**src/rtl/hrp_pkg.sv**
```systemverilog
// shared types, codes and constants of the http request header parser
package hrp_pkg;

	// width of byte offsets and counters
	localparam int OFF_W = 16;

	// byte queue between front and back, depth must be a power of two
	localparam int QDEPTH = 4;
	localparam int QPTR_W = $clog2(QDEPTH);
	localparam int QCNT_W = $clog2(QDEPTH + 1);

	// parse phases
	localparam logic [3:0] PH_METHOD     = 4'd0;
	localparam logic [3:0] PH_URI_FIRST  = 4'd1;
	localparam logic [3:0] PH_URI        = 4'd2;
	localparam logic [3:0] PH_VERSION    = 4'd3;
	localparam logic [3:0] PH_FIRST_LF   = 4'd4;
	localparam logic [3:0] PH_LINE_START = 4'd5;
	localparam logic [3:0] PH_KEY        = 4'd6;
	localparam logic [3:0] PH_VALUE_SKIP = 4'd7;
	localparam logic [3:0] PH_VALUE      = 4'd8;
	localparam logic [3:0] PH_FIELD_LF   = 4'd9;
	localparam logic [3:0] PH_END_LF     = 4'd10;
	localparam logic [3:0] PH_DONE       = 4'd11;
	localparam logic [3:0] PH_ERROR      = 4'd12;

	// result events
	localparam logic [2:0] EV_NONE    = 3'd0;
	localparam logic [2:0] EV_URI     = 3'd1;
	localparam logic [2:0] EV_QUERY   = 3'd2;
	localparam logic [2:0] EV_VERSION = 3'd3;
	localparam logic [2:0] EV_FIELD   = 3'd4;
	localparam logic [2:0] EV_DONE    = 3'd5;
	localparam logic [2:0] EV_ERROR   = 3'd6;

	// error codes
	localparam logic [1:0] ERR_NONE      = 2'd0;
	localparam logic [1:0] ERR_MALFORMED = 2'd1;
	localparam logic [1:0] ERR_TOO_LONG  = 2'd2;

	// characters
	localparam logic [7:0] CH_SPACE = 8'h20;
	localparam logic [7:0] CH_CR    = 8'h0d;
	localparam logic [7:0] CH_LF    = 8'h0a;
	localparam logic [7:0] CH_COLON = 8'h3a;
	localparam logic [7:0] CH_QMARK = 8'h3f;
	localparam logic [7:0] CH_SLASH = 8'h2f;
	localparam logic [7:0] CH_UP_A  = 8'h41;
	localparam logic [7:0] CH_UP_Z  = 8'h5a;
	localparam logic [7:0] CASE_GAP = 8'h20;

	// "HTTP/" prefix of the version
	localparam int VER_LEN = 5;
	localparam logic [7:0] VER_PREFIX [VER_LEN] = '{8'h48, 8'h54, 8'h54, 8'h50, 8'h2f};

	// classified input byte handed from front to back
	typedef struct packed {
		logic [7:0]         data;
		logic [7:0]         lower;
		logic               first;
		logic               is_space;
		logic               is_cr;
		logic               is_lf;
		logic               is_colon;
		logic               is_qmark;
		logic               is_slash;
		logic               is_zero;
		logic [VER_LEN-1:0] ver_match;
	} hrp_class_t;

	localparam int CLASS_W = $bits(hrp_class_t);

endpackage

```
**src/rtl/http_request_header_parser_top.sv**
```systemverilog
// top level of the http request header parser
//
// s channel: one raw header byte per transfer, tuser flags the first byte of
//   a new request and restarts the parser in any phase
// m channel: one result per byte while a request is in progress; after the
//   header is done or has failed, bytes are absorbed without result until the
//   next first byte
// cfg channel: max_header_len, which the user must write only while the block is
//   idle (the block itself does not enforce this); always ready
// path: an accepted byte is stored in the queue, and its result is then
//   registered in the output register
// throughput: one byte per cycle while the receiver holds tready high; the
//   back end updates the parse state once per byte
// a four-entry queue between the classifier and the parser absorbs short
//   output stalls; when the receiver holds tready low the output register
//   holds its transfer, the queue fills and s_tready falls once it is full
// reset: arst_n clears the parser state, the queue and the output valid and
//   sets max_header_len to 65535
module http_request_header_parser_top (
	input  logic        clk,
	input  logic        arst_n,
	// input bytes
	input  logic        s_tvalid,
	output logic        s_tready,
	input  logic [7:0]  s_tdata,   // [7:0] data_byte
	input  logic        s_tuser,   // [0] first_byte
	// results
	output logic        m_tvalid,
	input  logic        m_tready,
	output logic [63:0] m_tdata,   // [7:0] stored_byte, [23:8] offset_primary,
	                               // [39:24] offset_value, [55:40] field_total,
	                               // [57:56] error_code, rest zero
	output logic [2:0]  m_tuser,   // [2:0] event_res
	// configuration
	input  logic        cfg_valid,
	output logic        cfg_ready,
	input  logic [15:0] cfg_data    // max_header_len
);

	logic [hrp_pkg::OFF_W-1:0] max_len_q;

	hrp_pkg::hrp_class_t push_item;
	hrp_pkg::hrp_class_t pop_item;
	logic                push;
	logic                pop;
	logic                q_full;
	logic                q_empty;

	// length limit register
	assign cfg_ready = 1'b1;

	always_ff @(posedge clk or negedge arst_n) begin
		if (!arst_n) begin
			max_len_q <= '1;
		end else if (cfg_valid) begin
			max_len_q <= cfg_data;
		end
	end

	// classify incoming bytes
	hrp_front u_front (
		.s_tvalid (s_tvalid),
		.s_tready (s_tready),
		.s_tdata  (s_tdata),
		.s_tuser  (s_tuser),
		.q_full   (q_full),
		.q_push   (push),
		.q_item   (push_item)
	);

	// decouple classifier from parser
	hrp_queue u_queue (
		.clk       (clk),
		.arst_n    (arst_n),
		.push      (push),
		.push_item (push_item),
		.pop       (pop),
		.pop_item  (pop_item),
		.full      (q_full),
		.empty     (q_empty)
	);

	// parse and drive results
	hrp_back u_back (
		.clk      (clk),
		.arst_n   (arst_n),
		.q_empty  (q_empty),
		.q_item   (pop_item),
		.q_pop    (pop),
		.max_len  (max_len_q),
		.m_tvalid (m_tvalid),
		.m_tready (m_tready),
		.m_tdata  (m_tdata),
		.m_tuser  (m_tuser)
	);

endmodule

```
**src/rtl/hrp_front.sv**
```systemverilog
// front end: accepts input bytes and classifies them
module hrp_front (
	input  logic              s_tvalid,
	output logic              s_tready,
	input  logic [7:0]        s_tdata,   // [7:0] data_byte
	input  logic              s_tuser,   // [0] first_byte
	input  logic              q_full,
	output logic              q_push,
	output hrp_pkg::hrp_class_t q_item
);

	assign s_tready = !q_full;
	assign q_push   = s_tvalid && !q_full;

	always_comb begin
		q_item.data      = s_tdata;
		q_item.first     = s_tuser;
		q_item.is_space  = (s_tdata == hrp_pkg::CH_SPACE);
		q_item.is_cr     = (s_tdata == hrp_pkg::CH_CR);
		q_item.is_lf     = (s_tdata == hrp_pkg::CH_LF);
		q_item.is_colon  = (s_tdata == hrp_pkg::CH_COLON);
		q_item.is_qmark  = (s_tdata == hrp_pkg::CH_QMARK);
		q_item.is_slash  = (s_tdata == hrp_pkg::CH_SLASH);
		q_item.is_zero   = (s_tdata == 8'h00);
		if (s_tdata >= hrp_pkg::CH_UP_A && s_tdata <= hrp_pkg::CH_UP_Z) begin
			q_item.lower = s_tdata + hrp_pkg::CASE_GAP;
		end else begin
			q_item.lower = s_tdata;
		end
		for (int i = 0; i < hrp_pkg::VER_LEN; i++) begin
			q_item.ver_match[i] = (s_tdata == hrp_pkg::VER_PREFIX[i]);
		end
	end

endmodule

```
**src/rtl/hrp_queue.sv**
```systemverilog
// short queue of classified bytes between front and back
module hrp_queue (
	input  logic                clk,
	input  logic                arst_n,
	input  logic                push,
	input  hrp_pkg::hrp_class_t push_item,
	input  logic                pop,
	output hrp_pkg::hrp_class_t pop_item,
	output logic                full,
	output logic                empty
);

	hrp_pkg::hrp_class_t        slots_q [hrp_pkg::QDEPTH];
	logic [hrp_pkg::QPTR_W-1:0] wr_ptr_q;
	logic [hrp_pkg::QPTR_W-1:0] rd_ptr_q;
	logic [hrp_pkg::QCNT_W-1:0] count_q;

	assign full     = (count_q == hrp_pkg::QCNT_W'(hrp_pkg::QDEPTH));
	assign empty    = (count_q == '0);
	assign pop_item = slots_q[rd_ptr_q];

	always_ff @(posedge clk) begin
		if (push) begin
			slots_q[wr_ptr_q] <= push_item;
		end
	end

	always_ff @(posedge clk or negedge arst_n) begin
		if (!arst_n) begin
			wr_ptr_q <= '0;
			rd_ptr_q <= '0;
			count_q  <= '0;
		end else begin
			if (push) begin
				wr_ptr_q <= wr_ptr_q + 1'b1;
			end
			if (pop) begin
				rd_ptr_q <= rd_ptr_q + 1'b1;
			end
			if (push && !pop) begin
				count_q <= count_q + 1'b1;
			end else if (pop && !push) begin
				count_q <= count_q - 1'b1;
			end
		end
	end

endmodule

```
**src/rtl/hrp_back.sv**
```systemverilog
// back end: parse state machine and output register
module hrp_back (
	input  logic                         clk,
	input  logic                         arst_n,
	input  logic                         q_empty,
	input  hrp_pkg::hrp_class_t          q_item,
	output logic                         q_pop,
	input  logic [hrp_pkg::OFF_W-1:0]    max_len,
	output logic                         m_tvalid,
	input  logic                         m_tready,
	output logic [63:0]                  m_tdata,
	output logic [2:0]                   m_tuser
);

	localparam int W = hrp_pkg::OFF_W;

	logic [3:0]   phase_q;
	logic [W-1:0] pos_q;
	logic [2:0]   vidx_q;
	logic [W-1:0] key_q;
	logic [W-1:0] val_q;
	logic [W-1:0] fcnt_q;
	logic         query_q;

	// state after an optional restart
	logic [3:0]   phase_e;
	logic [W-1:0] pos_e;
	logic [2:0]   vidx_e;
	logic [W-1:0] key_e;
	logic [W-1:0] val_e;
	logic [W-1:0] fcnt_e;
	logic         query_e;

	logic [3:0]   phase_n;
	logic [W-1:0] pos_n;
	logic [2:0]   vidx_n;
	logic [W-1:0] key_n;
	logic [W-1:0] val_n;
	logic [W-1:0] fcnt_n;
	logic         query_n;

	logic         has_res;
	logic [7:0]   stored;
	logic [2:0]   ev;
	logic [W-1:0] p1;
	logic [W-1:0] p2;
	logic [1:0]   code;
	logic         ver_hit;

	logic         out_valid_q;
	logic [7:0]   out_byte_q;
	logic [2:0]   out_ev_q;
	logic [W-1:0] out_p1_q;
	logic [W-1:0] out_p2_q;
	logic [W-1:0] out_fcnt_q;
	logic [1:0]   out_code_q;

	assign q_pop = !q_empty && (!out_valid_q || m_tready);

	always_comb begin
		if (q_item.first) begin
			phase_e = hrp_pkg::PH_METHOD;
			pos_e   = '0;
			vidx_e  = '0;
			key_e   = '0;
			val_e   = '0;
			fcnt_e  = '0;
			query_e = 1'b0;
		end else begin
			phase_e = phase_q;
			pos_e   = pos_q;
			vidx_e  = vidx_q;
			key_e   = key_q;
			val_e   = val_q;
			fcnt_e  = fcnt_q;
			query_e = query_q;
		end

		case (vidx_e)
			3'd0:    ver_hit = q_item.ver_match[0];
			3'd1:    ver_hit = q_item.ver_match[1];
			3'd2:    ver_hit = q_item.ver_match[2];
			3'd3:    ver_hit = q_item.ver_match[3];
			3'd4:    ver_hit = q_item.ver_match[4];
			default: ver_hit = 1'b0;
		endcase

		phase_n = phase_e;
		vidx_n  = vidx_e;
		key_n   = key_e;
		val_n   = val_e;
		fcnt_n  = fcnt_e;
		query_n = query_e;
		pos_n   = pos_e;
		stored  = q_item.data;
		ev      = hrp_pkg::EV_NONE;
		p1      = '0;
		p2      = '0;
		code    = hrp_pkg::ERR_NONE;
		has_res = !(phase_e == hrp_pkg::PH_DONE || phase_e == hrp_pkg::PH_ERROR);

		if (pos_e >= max_len) begin
			code = hrp_pkg::ERR_TOO_LONG;
		end else if (q_item.is_zero) begin
			code = hrp_pkg::ERR_MALFORMED;
		end else begin
			case (phase_e)
				hrp_pkg::PH_METHOD: begin
					if (q_item.is_space) begin
						if (pos_e == '0) begin
							code = hrp_pkg::ERR_MALFORMED;
						end else begin
							stored  = 8'h00;
							phase_n = hrp_pkg::PH_URI_FIRST;
						end
					end else if (q_item.is_cr) begin
						code = hrp_pkg::ERR_MALFORMED;
					end
				end
				hrp_pkg::PH_URI_FIRST: begin
					if (!q_item.is_slash) begin
						code = hrp_pkg::ERR_MALFORMED;
					end else begin
						ev      = hrp_pkg::EV_URI;
						p1      = pos_e;
						phase_n = hrp_pkg::PH_URI;
					end
				end
				hrp_pkg::PH_URI: begin
					if (q_item.is_space) begin
						stored  = 8'h00;
						ev      = hrp_pkg::EV_VERSION;
						p1      = pos_e + 1'b1;
						vidx_n  = '0;
						phase_n = hrp_pkg::PH_VERSION;
					end else if (q_item.is_cr) begin
						code = hrp_pkg::ERR_MALFORMED;
					end else if (q_item.is_qmark && !query_e) begin
						stored  = 8'h00;
						ev      = hrp_pkg::EV_QUERY;
						p1      = pos_e + 1'b1;
						query_n = 1'b1;
					end
				end
				hrp_pkg::PH_VERSION: begin
					if (vidx_e < 3'(hrp_pkg::VER_LEN)) begin
						if (!ver_hit) begin
							code = hrp_pkg::ERR_MALFORMED;
						end else begin
							vidx_n = vidx_e + 1'b1;
						end
					end else if (q_item.is_cr) begin
						stored  = 8'h00;
						phase_n = hrp_pkg::PH_FIRST_LF;
					end
				end
				hrp_pkg::PH_FIRST_LF: begin
					if (!q_item.is_lf) begin
						code = hrp_pkg::ERR_MALFORMED;
					end else begin
						phase_n = hrp_pkg::PH_LINE_START;
					end
				end
				hrp_pkg::PH_LINE_START: begin
					if (q_item.is_cr) begin
						phase_n = hrp_pkg::PH_END_LF;
					end else if (q_item.is_colon) begin
						stored  = 8'h00;
						key_n   = pos_e;
						phase_n = hrp_pkg::PH_VALUE_SKIP;
					end else begin
						stored  = q_item.lower;
						key_n   = pos_e;
						phase_n = hrp_pkg::PH_KEY;
					end
				end
				hrp_pkg::PH_KEY: begin
					if (q_item.is_colon) begin
						stored  = 8'h00;
						phase_n = hrp_pkg::PH_VALUE_SKIP;
					end else if (q_item.is_cr) begin
						code = hrp_pkg::ERR_MALFORMED;
					end else begin
						stored = q_item.lower;
					end
				end
				hrp_pkg::PH_VALUE_SKIP: begin
					if (!q_item.is_space) begin
						val_n = pos_e;
						if (q_item.is_cr) begin
							stored  = 8'h00;
							phase_n = hrp_pkg::PH_FIELD_LF;
						end else begin
							phase_n = hrp_pkg::PH_VALUE;
						end
					end
				end
				hrp_pkg::PH_VALUE: begin
					if (q_item.is_cr) begin
						stored  = 8'h00;
						phase_n = hrp_pkg::PH_FIELD_LF;
					end
				end
				hrp_pkg::PH_FIELD_LF: begin
					if (!q_item.is_lf) begin
						code = hrp_pkg::ERR_MALFORMED;
					end else begin
						fcnt_n  = fcnt_e + 1'b1;
						ev      = hrp_pkg::EV_FIELD;
						p1      = key_e;
						p2      = val_e;
						phase_n = hrp_pkg::PH_LINE_START;
					end
				end
				hrp_pkg::PH_END_LF: begin
					if (!q_item.is_lf) begin
						code = hrp_pkg::ERR_MALFORMED;
					end else begin
						ev      = hrp_pkg::EV_DONE;
						p1      = pos_e + 1'b1;
						phase_n = hrp_pkg::PH_DONE;
					end
				end
				default: begin
					code = hrp_pkg::ERR_MALFORMED;
				end
			endcase
		end

		if (code != hrp_pkg::ERR_NONE) begin
			stored  = q_item.data;
			ev      = hrp_pkg::EV_ERROR;
			p1      = pos_e;
			p2      = '0;
			phase_n = hrp_pkg::PH_ERROR;
		end else begin
			pos_n = pos_e + 1'b1;
		end

		// finished request: bytes pass without touching state
		if (!has_res) begin
			phase_n = phase_e;
			pos_n   = pos_e;
			vidx_n  = vidx_e;
			key_n   = key_e;
			val_n   = val_e;
			fcnt_n  = fcnt_e;
			query_n = query_e;
		end
	end

	always_ff @(posedge clk or negedge arst_n) begin
		if (!arst_n) begin
			phase_q     <= hrp_pkg::PH_METHOD;
			pos_q       <= '0;
			vidx_q      <= '0;
			key_q       <= '0;
			val_q       <= '0;
			fcnt_q      <= '0;
			query_q     <= 1'b0;
			out_valid_q <= 1'b0;
		end else begin
			if (q_pop) begin
				phase_q     <= phase_n;
				pos_q       <= pos_n;
				vidx_q      <= vidx_n;
				key_q       <= key_n;
				val_q       <= val_n;
				fcnt_q      <= fcnt_n;
				query_q     <= query_n;
				out_valid_q <= has_res;
			end else if (m_tready) begin
				out_valid_q <= 1'b0;
			end
		end
	end

	always_ff @(posedge clk) begin
		if (q_pop && has_res) begin
			out_byte_q <= stored;
			out_ev_q   <= ev;
			out_p1_q   <= p1;
			out_p2_q   <= p2;
			out_fcnt_q <= fcnt_n;
			out_code_q <= code;
		end
	end

	assign m_tvalid = out_valid_q;
	assign m_tuser  = out_ev_q;
	assign m_tdata  = {6'b0, out_code_q, out_fcnt_q, out_p2_q, out_p1_q, out_byte_q};

endmodule

```
**config.mk**
```make
export PLATFORM = sky130hd
export DESIGN_NAME = http_request_header_parser_top
export DESIGN_NICKNAME = d
export VERILOG_FILES = /design/src/rtl/hrp_pkg.sv /design/src/rtl/http_request_header_parser_top.sv /design/src/rtl/hrp_front.sv /design/src/rtl/hrp_queue.sv /design/src/rtl/hrp_back.sv
export SDC_FILE = /design/constraint.sdc
export NUM_CORES = 1
export LEC_CHECK = 0
export BUFFER_PORTS_ARGS = -buffer_cell sky130_fd_sc_hd__buf_4
export CORE_UTILIZATION = 50
export DETAILED_ROUTE_END_ITERATION = 7
export PLACE_DENSITY_LB_ADDON = 0.05
export SKIP_CTS_REPAIR_TIMING = 1
export SLEW_MARGIN = 20
export SYNTH_ARGS = -nofsm -noshare
export SYNTH_HDL_FRONTEND = slang
export SYNTH_SLANG_ARGS = --single-unit
```
**constraint.sdc**
```tcl
create_clock -name clk -period 12.5 [get_ports clk]
set_input_delay 2.5 -clock clk [delete_from_list [all_inputs] [get_ports clk]]
set_output_delay 2.5 -clock clk [all_outputs]
set_load 0.1 [all_outputs]
```
==> impl_summary.log, run 1 <==
[metrics] syn avg cell area: 11.3 sq um
[metrics] overflow left after global routing: 0
[metrics] I/O pin count: 100
[metrics] cell area after technology mapping: between 10,000 and 15,000 sq um
[metrics] portion of netlist area occupied by mux cells: roughly 6%
[metrics] RSZ-0062 raised after global routing: no
[metrics] Synth cell types: a little over 80
[metrics] count of vias placed by the detailed router: between 9,000 and 10,000
[metrics] layout cells sized above 1: between 10% and 20%
[metrics] clock latency on the worst-skew pair: 0.55 ns
[metrics] most frequent standard cell in the layout excluding fill and tap cells: sky130_fd_sc_hd__edfxtp_1
[metrics] TritonCTS clock tree: done
[metrics] leak pwr: 5.68 nW
[metrics] Core Rows: between 50 and 60
[metrics] net count reported at finish: approximately 1,200
[metrics] adder and majority gate portion of the synthesized area: under 10%
[metrics] share of the synthesized netlist area taken by xor and xnor gates: 1.26%
[metrics] number of design-rule violations left by the first detailed-router iteration: 690
[metrics] CP Launch Type: flip-flop
[metrics] CTS root buf: sky130_fd_sc_hd__clkbuf_16
[metrics] DR vias/cell: roughly 6.1
[metrics] endpoint type of the worst setup path: flip-flop
[metrics] setup slack on the worst flop-to-flop path: ~6.7 ns
[metrics] Avg WL per Cell: 21.0 um
[metrics] maximum fanout encountered on the critical timing path: 53
[metrics] clk slew on worst S/H paths: roughly 0.060 ns
[metrics] Total Negative Setup Slacks: 0 ns
[metrics] maximum single-stage delay on the critical path: around 0.76 ns
[metrics] count of clock tree sinks: 245
[metrics] number of global-route vias before repair: around 9,000
[metrics] placer's final routability congestion estimate: ~0.94
[metrics] Warnings, synthesis: 0
[metrics] Setup Viol. Count Final: 0
[metrics] antenna diode count: 0
[metrics] Max Clock Skew: 0.0229 ns
[metrics] fraction of registers with async set/reset: slightly below 40%
[metrics] die outline height: between 150 and 200 um
[metrics] Seq/Total Area, Yosys: 55.3%
[metrics] number of flops mapped to enable cells by yosys: ~150
[metrics] cell at the slowest stage of the critical path: sky130_fd_sc_hd__a2111oi_1
[metrics] worst slack after detailed placement: roughly 6.8 ns
[metrics] pin count of the biggest net entering global routing: between 60 and 70
[metrics] area enclosed by the die boundary: 25,600 sq um
[metrics] portion of the clock cycle consumed by the worst path in the final layout: 46.3%
[metrics] transition time of the tightest slew-check pin: between 0.9 and 1 ns
[metrics] Area Overhead vs Synth: 14.2%
[metrics] Placeable Area: 24,400 sq um
[metrics] Final Hold Violating Endpoints: 0
[metrics] worst relative slew slack: roughly a third
[metrics] commonest cells after routing, fill and taps aside: sky130_fd_sc_hd__edfxtp_1 (149), sky130_fd_sc_hd__nand2_1 (110), sky130_fd_sc_hd__buf_4 (110), sky130_fd_sc_hd__dfrtp_1 (79), sky130_fd_sc_hd__nor2_1 (51)
[metrics] Maximum Capacitance Violations: 0
[metrics] fill cell total of the finished layout: about 2,000
[metrics] number of buffers inserted by port buffering: 92
[metrics] total global-route track usage: 25.1%
[metrics] die width: 160 um
[metrics] initial antenna violation count: 0
[metrics] type of the most critical hold path: flip-flop to flip-flop
[metrics] CTS Buf Count: 27
[metrics] share of the synthesized area in compound gates (AO/OA/AOI/OAI): between 10% and 20%
[metrics] drt total wl: roughly 32,000 um
[metrics] post-route ant nets: 0
[metrics] minimum period implied by the final worst setup slack: between 5 and 6 ns
[metrics] dominant synthesized flop cell: sky130_fd_sc_hd__edfxtp_1
[metrics] simple-gate share of the synthesized area: 15.2%
[metrics] gate family responsible for the most delay along the worst path: compound AO/OA/AOI/OAI gates
[metrics] number of pins with negative max-slew slack in the final report: 0
[metrics] power density over cell area: about 290 nW/um^2
[metrics] PnR worst setup slack: 6.71 ns
[metrics] CP cell instances: buf_4 > mux2_2 > mux2i_4 > buf_4 > nand2_1 > inv_1 > ha_1 > a21oi_1 > o21ai_0 > a2111oi_1 > o211ai_1 > nand2_1 > inv_1 > buf_4 > a2111oi_0 > o22ai_1
[metrics] result of the run: completed
[metrics] number of register bits inferred by synthesis: between 200 and 250
[metrics] Syn Inst Count: about 1,100
[metrics] largest buffer count on any clock path: 3
[metrics] Worst EP required: around 13 ns
[metrics] estimated wirelength of the detail-placed design: 20,300 um
[metrics] H-tree Lvls: 1
[metrics] DRC errors left: 0
[metrics] most repeated library cell on the critical path: sky130_fd_sc_hd__buf_4
[metrics] initial standard-cell utilization of the core: 51.1%
[metrics] core utilization of the finished layout: between 50% and 60%
[metrics] buffers plus inverters on the worst setup path: 5
[metrics] start-to-end type of the worst setup path: flip-flop to flip-flop
[metrics] VDD IR max: approximately 0.00020 V
[metrics] peak clock frequency supported by timing: around 0.17 GHz
[metrics] signal arrival time at the worst endpoint: 6.04 ns
[metrics] wire length of the first global-routing pass: approximately 50,000 um
[metrics] largest family of logic cells by synthesized area: simple AND/OR/NAND/NOR gates
[metrics] hold slack final: 0.495 ns
[metrics] DRT Pass-1 Iters: 5
[stage by stage]
stage | std cells | instance area [sq um] | total power [W]
after detailed placement | 1456 | 13300 | 0.00328
final | 1506 | 14200 | 0.00407
after global placement | 1456 | 13300 | 0.00327
after global routing | 1506 | 14200 | 0.00425
after CTS | 1506 | 14200 | 0.00408
after floorplan | 1104 | 12500 | 0.00281
[final timing paths]
check | from | endpoint | depth (start not counted)
setup reg to reg | u_queue.rd_ptr_q[0] | u_back.out_p1_q[3] | 16
min in group asynchronous | arst_n | u_back.pos_q[7] | 1
setup / recovery | u_queue.rd_ptr_q[0] | u_back.out_p1_q[3] | 16
hold reg to reg | u_back.val_q[11] | u_back.val_q[11] | 1
max in group asynchronous | arst_n | u_queue.rd_ptr_q[0] | 2
hold / removal | u_back.val_q[11] | u_back.val_q[11] | 1
[final cells by class]
| cell class | instances | area [sq um] | area share (%) |
|---|---|---|---|
| Multi-Input combinational cell | 731 | 5050 | 35.5 |
| Tap cell | 324 | 405 | 2.85 |
| Clock buffer | 42 | 792 | 5.56 |
| Timing Repair Buffer | 110 | 826 | 5.80 |
| Inverter | 46 | 173 | 1.21 |
| Clock inverter | 8 | 96.3 | 0.677 |
| Sequential cell | 245 | 6900 | 48.4 |
[Yosys cell counts, drive strengths merged, types with 12 or more instances]
| cell type | n | area, sq um |
|---|---|---|
| nor4 | 13 | 87.6 |
| nor3 | 40 | 205 |
| dfstp | 16 | 420 |
| a21oi | 28 | 140 |
| a22o | 34 | 298 |
| dfrtp | 80 | 2000 |
| clkbuf | 56 | 210 |
| mux2i | 13 | 134 |
| nor2 | 52 | 195 |
| and3 | 30 | 188 |
| nand4 | 13 | 81.3 |
| o22ai | 16 | 100 |
| buf | 26 | 188 |
| o211ai | 21 | 163 |
| a31oi | 16 | 100 |
| o21ai | 50 | 250 |
| nand3 | 38 | 200 |
| nor2b | 13 | 81.3 |
| edfxtp | 149 | 4470 |
| ha | 26 | 325 |
| inv | 46 | 173 |
| mux2 | 12 | 135 |
| nand2 | 110 | 413 |
| mux4 | 21 | 473 |
| or3 | 17 | 111 |
[cell families after synthesis]
kind of cell / count (synthesis)
xor gates and xnor gates: 18
DFF: 245
other: 2
and+or+nand+nor: 373
adders and majority gates: 27
muxes: 46
AOI/OAI and AO/OA: 260
buffers and inverters: 128
[routing by layer]
layer	part of all wire [%]	up-vias	global-route usage [%]
li1	-	4284	-
met1	44	4512	35.3
met2	47	341	40.4
met3	5.4	68	2.96
met4	3.4	0	9.09
met5	0	-	0
[report_power, final]
part	switching [W]	leakage, nW	internal, W
combinational	0.00155	2.53	0.000470
clock	0.000316	0.435	0.000475
sequential	0.000134	2.71	0.00113
[flip-flops by register name, indices dropped and copies added, names as in the netlist]
register / flops
u_queue.wr_ptr_q: 2
u_back.phase_q: 4
u_back.query_q: 1
u_back.m_tvalid: 1
u_back.vidx_q: 3
u_back.out_p2_q: 16
u_queue.slots_q: 88
u_back.out_byte_q: 8
u_back.out_fcnt_q: 16
u_back.key_q: 16
u_back.m_tuser: 3
u_queue.rd_ptr_q: 2
u_back.val_q: 16
u_queue.count_q: 3
u_back.out_code_q: 2
u_back.out_p1_q: 16
u_back.pos_q: 16
u_back.fcnt_q: 16
max_len_q: 16
Note: power is estimated with default switching activity, not from simulation.
==> run 2: changes to the inputs <==
==> constraint.sdc (replaced) <==
create_clock -name clk -period 5.2 [get_ports clk]
set_input_delay 1.04 -clock clk [delete_from_list [all_inputs] [get_ports clk]]
set_output_delay 1.04 -clock clk [all_outputs]
set_load 0.1 [all_outputs]
==> impl_summary.log, run 2 (same netlist as run 1, synthesis figures left out) <==
[metrics] result of the run: completed
[metrics] type of the most critical hold path: flip-flop to flip-flop
[metrics] Maximum Capacitance Violations: 0 (unchanged)
[metrics] pin count of the biggest net entering global routing: 65 (+3.2%)
[metrics] count of clock tree sinks: 245 (unchanged)
[metrics] cell at the slowest stage of the critical path: sky130_fd_sc_hd__a2111oi_1
[metrics] signal arrival time at the worst endpoint: 5.06 ns (-0.98 ns)
[metrics] net count reported at finish: 1,230 (+0.99%)
[metrics] portion of the clock cycle consumed by the worst path in the final layout: 89.3% (+43 points)
[metrics] RSZ-0062 raised after global routing: no
[metrics] startpoint of the most critical setup path: u_queue.rd_ptr_q[0]
[metrics] number of design-rule violations left by the first detailed-router iteration: 733 (+6.2%)
[metrics] most frequent standard cell in the layout excluding fill and tap cells: sky130_fd_sc_hd__edfxtp_1
[metrics] Avg WL per Cell: 20.6 um (-2.0%)
[metrics] initial antenna violation count: 0 (unchanged)
[metrics] Worst EP required: 5.62 ns (-7.14 ns)
[metrics] wire length of the first global-routing pass: 49,700 um (-1.8%)
[metrics] Core Rows: 57 (unchanged)
[metrics] worst slack after detailed placement: 0.583 ns (-6.24 ns)
[metrics] estimated wirelength of the detail-placed design: 21,100 um (+4.0%)
[metrics] CTS Buf Count: 26 (-3.7%)
[metrics] CTS root buf: sky130_fd_sc_hd__clkbuf_16
[metrics] origin of the worst min-delay path: u_back.val_q[7]
[metrics] Area Overhead vs Synth: 15.2%
[metrics] DRT Pass-1 Iters: 5 (unchanged)
[metrics] start-to-end type of the worst setup path: flip-flop to flip-flop
[metrics] count of vias placed by the detailed router: 9,167 (-0.41%)
[metrics] cell depth of the worst flop-to-flop path: 12 (-4)
[metrics] peak clock frequency supported by timing: 0.215 GHz (+25%)
[metrics] core utilization of the finished layout: 58.9% (+0.52 points)
[metrics] fill cell total of the finished layout: 2,054 (+0.049%)
[metrics] Setup Viol. Count Final: 0 (unchanged)
[metrics] worst relative slew slack: 32.3% (-2.1 points)
[metrics] TritonCTS clock tree: done
[metrics] transition time of the tightest slew-check pin: 1.01 ns (+0.0315 ns)
[metrics] antenna diode count: 0 (unchanged)
[metrics] PnR worst setup slack: 0.558 ns (-6.16 ns)
[metrics] minimum period implied by the final worst setup slack: 4.64 ns (-1.14 ns)
[metrics] maximum fanout encountered on the critical timing path: 16 (-70%)
[metrics] worst hold path stage count: 1 (unchanged)
[metrics] overflow left after global routing: 0 (unchanged)
[metrics] die outline height: 160 um (unchanged)
[metrics] largest buffer count on any clock path: 3 (unchanged)
[metrics] number of pins with negative max-slew slack in the final report: 0 (unchanged)
[metrics] endpoint type of the worst setup path: flip-flop
[metrics] Largest register FFs: 88 (unchanged)
[metrics] layout cells sized above 1: 19.7% (+0.92 points)
[metrics] CP cell instances: mux2_2 > mux2i_4 > nand2_1 > inv_1 > ha_1 > a21oi_1 > o21ai_0 > a2111oi_1 > o211a_1 > o21ai_1 > o31a_1 > a22o_1
[metrics] CP Launch Type: flip-flop
[metrics] die width: 160 um (unchanged)
[metrics] total global-route track usage: 24.8% (-0.33 points)
[metrics] Max Clock Skew: 0.00840 ns (-0.0145 ns)
[metrics] commonest cells after routing, fill and taps aside: sky130_fd_sc_hd__edfxtp_1 (149), sky130_fd_sc_hd__buf_4 (123), sky130_fd_sc_hd__nand2_1 (110), sky130_fd_sc_hd__dfrtp_1 (79), sky130_fd_sc_hd__nor2_1 (52)
[metrics] I/O pin count: 100 (unchanged)
[metrics] number of buffers inserted by port buffering: 92 (unchanged)
[metrics] maximum single-stage delay on the critical path: 0.77 ns (about the same)
[metrics] area enclosed by the die boundary: 25,600 sq um (unchanged)
[metrics] Total Negative Setup Slacks: 0 ns (unchanged)
[metrics] post-route ant nets: 0 (unchanged)
[metrics] power density over cell area: 690 nW/um^2 (+140%)
[metrics] leak pwr: 5.76 nW (+1.4%)
[metrics] initial standard-cell utilization of the core: 51.1% (unchanged)
[metrics] Placeable Area: 24,400 sq um (unchanged)
[metrics] clk slew on worst S/H paths: 0.06 ns (about the same)
[metrics] cell count after placement: 1,469 (+0.89%)
[metrics] H-tree Lvls: 1 (unchanged)
[metrics] clock latency on the worst-skew pair: 0.53 ns (-0.02 ns)
[metrics] DRC errors left: 0 (unchanged)
[metrics] VDD IR max: 0.000491 V (+140%)
[metrics] DR vias/cell: 6.04 (-1.1%)
[metrics] Final Hold Violating Endpoints: 0 (unchanged)
[metrics] number of global-route vias before repair: 8,815 (-1.3%)
[metrics] hold slack final: 0.492 ns (-0.00276 ns)
[metrics] register with the most flip-flops: u_queue.slots_q
[metrics] placer's final routability congestion estimate: 0.916 (-2.7%)
[metrics] origin of the critical flop-to-flop path: u_queue.rd_ptr_q[0]
[metrics] final cell count without fillers: 1,517 (+0.73%)
[metrics] drt total wl: 31,200 um (-1.3%)
-- run 2: changes by cell type in the layout (fill, tap and decap cells not counted), sizes merged --
cell	previous run	this run
buf	110	123
clkbuf	42	33
inv	46	47
clkinvlp	1	2
bufinv	2	5
clkinv	5	7
-- run 2: through the flow --
step / cell area (sq um) / power, W
after CTS: 14400 / 0.00994
after global placement: 13400 / 0.00792
final: 14400 / 0.00991
after global routing: 14400 / 0.0103
after detailed placement: 13400 / 0.00795
after floorplan: 12500 / 0.00676
-- run 2: worst max-delay path: cells and delay by family (launching register included) --
family                     cells  cell delay [ns]
adders and majority gates      1             0.23
muxes                          2             0.79
and+or+nand+nor                1             0.21
buffers and inverters          1             0.09
DFF                            1             0.41
AOI/OAI and AO/OA              7             2.80
-- run 2: worst paths after layout --
path                                         end  slack, ns
worst max-delay path             u_back.key_q[2]       0.56
worst min-delay path             u_back.val_q[7]       0.49
worst max register to register   u_back.key_q[2]       0.56
worst min register to register   u_back.val_q[7]       0.49
max in group asynchronous       u_back.key_q[14]       3.55
min in group asynchronous        u_back.key_q[5]       0.65
-- run 2: area by class of cell --
| cell class | count | area (sq um) | area share (%) |
|---|---|---|---|
| Inverter | 46 | 173 | 1.20 |
| Multi-Input combinational cell | 731 | 5040 | 35.1 |
| Clock inverter | 15 | 209 | 1.45 |
| Clock buffer | 33 | 718 | 5.00 |
| Tap cell | 324 | 405 | 2.82 |
| Timing Repair Buffer | 123 | 923 | 6.43 |
| Sequential cell | 245 | 6900 | 48.0 |
-- run 2: where the power goes --
part           internal, W  total [W]  switching [W]
logic              0.00119    0.00490        0.00371
registers          0.00270    0.00302       0.000314
clock network      0.00123    0.00199       0.000760
total              0.00512    0.00991        0.00479
-- run 2: routing by layer --
layer	track usage, %	wire (um)
met1	34.5	13600
met2	40.2	14800
met3	3.22	1770
met4	8.57	988
met5	0	0
==> run 3: changes to the inputs <==
--- a/config.mk
+++ b/config.mk
@@ -8,7 +8,7 @@
 export BUFFER_PORTS_ARGS = -buffer_cell sky130_fd_sc_hd__buf_4
 export CORE_UTILIZATION = 50
 export DETAILED_ROUTE_END_ITERATION = 7
-export PLACE_DENSITY_LB_ADDON = 0.05
+export PLACE_DENSITY = 0.71
 export SKIP_CTS_REPAIR_TIMING = 1
 export SLEW_MARGIN = 20
 export SYNTH_ARGS = -nofsm -noshare
==> impl_summary.log, run 3 (same netlist as run 1, synthesis figures left out) <==
[metrics] result of the run: completed
[metrics] area occupied by multi-input gates: 5040 sq um (unchanged)
[metrics] overflow left after global routing: 0 (unchanged)
[metrics] Area Overhead vs Synth: 14.5%
[metrics] placed cell areas: 13,400 sq um (-0.50%)
[metrics] area enclosed by the die boundary: 25,600 sq um (unchanged)
[metrics] number of design-rule violations left by the first detailed-router iteration: 915 (+25%)
[metrics] pin count of the biggest net entering global routing: 56 (-14%)
[metrics] initial antenna violation count: 0 (unchanged)
[metrics] TritonCTS clock tree: done
[metrics] leak pwr: 5.70 nW (-1.1%)
[metrics] CTS root buf: sky130_fd_sc_hd__clkbuf_16
[metrics] post-route ant nets: 0 (unchanged)
[metrics] area used by sequential logic in the layout: 6900 sq um (unchanged)
[metrics] VDD IR max: 0.000593 V (+21%)
[metrics] number of pins with negative max-slew slack in the final report: 0 (unchanged)
[metrics] RSZ-0062 raised after global routing: no
[metrics] hold slack final: 0.492 ns (-0.0000190 ns)
[metrics] Core Rows: 57 (unchanged)
[metrics] minimum period implied by the final worst setup slack: 4.83 ns (+0.192 ns)
[metrics] maximum single-stage delay on the critical path: 0.84 ns (+0.07 ns)
[metrics] CTS Buf Count: 27 (+3.8%)
[metrics] largest buffer count on any clock path: 3 (unchanged)
[metrics] wire length of the first global-routing pass: 50,800 um (+2.3%)
[metrics] signal arrival time at the worst endpoint: 5.12 ns (+0.06 ns)
[metrics] Maximum Capacitance Violations: 0 (unchanged)
[metrics] Largest register FFs: 88 (unchanged)
[metrics] worst relative slew slack: 22.2% (-10 points)
[metrics] Max Clock Skew: 0.0395 ns (+0.0311 ns)
[metrics] cell count after placement: 1,460 (-0.61%)
[metrics] Placeable Area: 24,400 sq um (unchanged)
[metrics] total global-route track usage: 25.3% (+0.49 points)
[metrics] Final Hold Violating Endpoints: 0 (unchanged)
[metrics] number of buffers inserted by port buffering: 92 (unchanged)
[metrics] final cell count without fillers: 1,510 (-0.46%)
[metrics] register with the most flip-flops: u_queue.slots_q
[metrics] count of clock tree sinks: 245 (unchanged)
[metrics] CP cell instances: mux2_2 > mux2i_4 > nand2_1 > inv_1 > ha_1 > a21oi_1 > o21ai_0 > a2111oi_1 > o211ai_1 > nand2_1 > inv_1 > a2111oi_0 > o22ai_1
[metrics] DRT Pass-1 Iters: 8 (+3)
[metrics] maximum fanout encountered on the critical timing path: 32 (+16)
[metrics] H-tree Lvls: 1 (unchanged)
[metrics] routed length on met1: 13,100 um (-3.3%)
[metrics] DR vias/cell: 6.25 (+3.5%)
[metrics] antenna diode count: 0 (unchanged)
[metrics] I/O pin count: 100 (unchanged)
[metrics] endpoint type of the worst setup path: flip-flop
[metrics] layout cells sized above 1: 19.4% (-0.31 points)
[metrics] count of vias placed by the detailed router: 9,443 (+3.0%)
[metrics] die outline height: 160 um (unchanged)
[metrics] type of the most critical hold path: flip-flop to flip-flop
[metrics] detailed-routed wire length on met2: 15,600 um (+5.0%)
[metrics] net count reported at finish: 1,222 (-0.65%)
[metrics] CP Launch Type: flip-flop
[metrics] drt total wl: 32,300 um (+3.4%)
[metrics] placer's final routability congestion estimate: 0.910 (-0.59%)
[metrics] power density over cell area: 693 nW/um^2 (+0.45%)
[metrics] clk slew on worst S/H paths: 0.07 ns (about the same)
[metrics] portion of the clock cycle consumed by the worst path in the final layout: 93.0% (+3.7 points)
[metrics] transition time of the tightest slew-check pin: 1.17 ns (+0.153 ns)
[metrics] number of global-route vias before repair: 9,253 (+5.0%)
[metrics] total non-filler cell area in the finished layout: 14,300 sq um (-0.57%)
[metrics] Avg WL per Cell: 21.4 um (+3.9%)
[metrics] die width: 160 um (unchanged)
[metrics] initial standard-cell utilization of the core: 51.1% (unchanged)
[metrics] peak clock frequency supported by timing: 0.207 GHz (-4.0%)
[metrics] Total Negative Setup Slacks: 0 ns (unchanged)
[metrics] Worst EP required: 5.49 ns (-0.13 ns)
[metrics] clock latency on the worst-skew pair: 0.55 ns (+0.02 ns)
[metrics] Top Layer Used: met4
[metrics] routed length on met3: 2370 um (+34%)
[metrics] fill cell total of the finished layout: 2,006 (-2.3%)
[metrics] DRC errors left: 0 (unchanged)
[metrics] most frequent standard cell in the layout excluding fill and tap cells: sky130_fd_sc_hd__edfxtp_1
[metrics] core utilization of the finished layout: 58.6% (-0.33 points)
[metrics] cell at the slowest stage of the critical path: sky130_fd_sc_hd__a2111oi_1
[metrics] start-to-end type of the worst setup path: flip-flop to flip-flop
[metrics] commonest cells after routing, fill and taps aside: sky130_fd_sc_hd__edfxtp_1 (149), sky130_fd_sc_hd__buf_4 (114), sky130_fd_sc_hd__nand2_1 (110), sky130_fd_sc_hd__dfrtp_1 (79), sky130_fd_sc_hd__nor2_1 (52)
[metrics] Setup Viol. Count Final: 0 (unchanged)
[metrics] estimated wirelength of the detail-placed design: 21,200 um (+0.50%)
run 3: final timing paths:
kind,start,end,slack [ns],cells after the start
setup reg to reg,u_queue.rd_ptr_q[0],u_back.out_p1_q[3],0.37,13
hold reg to reg,u_back.val_q[2],u_back.val_q[2],0.49,1
min in group asynchronous,arst_n,u_back.key_q[6],0.58,1
max in group asynchronous,arst_n,u_back.fcnt_q[3],3.48,2
hold / removal,u_back.val_q[2],u_back.val_q[2],0.49,1
setup / recovery,u_queue.rd_ptr_q[0],u_back.out_p1_q[3],0.37,13
run 3: report_power, final:
| part | internal (W) | leakage (nW) | switching, W |
|---|---|---|---|
| registers | 0.00271 | 2.71 | 0.000345 |
| clock network | 0.00118 | 0.439 | 0.000776 |
| logic | 0.00117 | 2.54 | 0.00372 |
run 3: worst max-delay path: cells and delay by family, from the launching register on:
family,cells,cell delay [ns]
buf+inv,2,0.59
mux,2,0.76
fa+ha+maj,1,0.24
compound gates,6,2.18
simple gates,2,0.37
flops,1,0.41
run 3: through the flow:
| step | worst slack (ns) | power [W] |
|---|---|---|
| 3_3_place_gp | 0.628 | 0.00790 |
| 4_1_cts | 0.449 | 0.00990 |
| 6_report | 0.366 | 0.00990 |
| 5_1_grt | 0.161 | 0.0103 |
| 3_5_place_dp | 0.466 | 0.00795 |
| 2_1_floorplan | 0.651 | 0.00676 |
run 3: per-layer routing:
layer	vias to the layer above	global-route usage, %
met5	-	0
met3	85	4.08
met4	0	10.4
li1	4296	-
met2	461	41.9
met1	4601	33.1
run 3: cell type report:
cell class                 instances  area share (%)
sequential                       245            48.3
multi-input combinational        731            35.3
timing repair buffer             114            5.99
clock buffer                      31            4.98
tap                              324            2.84
clock inverter                    19            1.42
inverter                          46            1.21
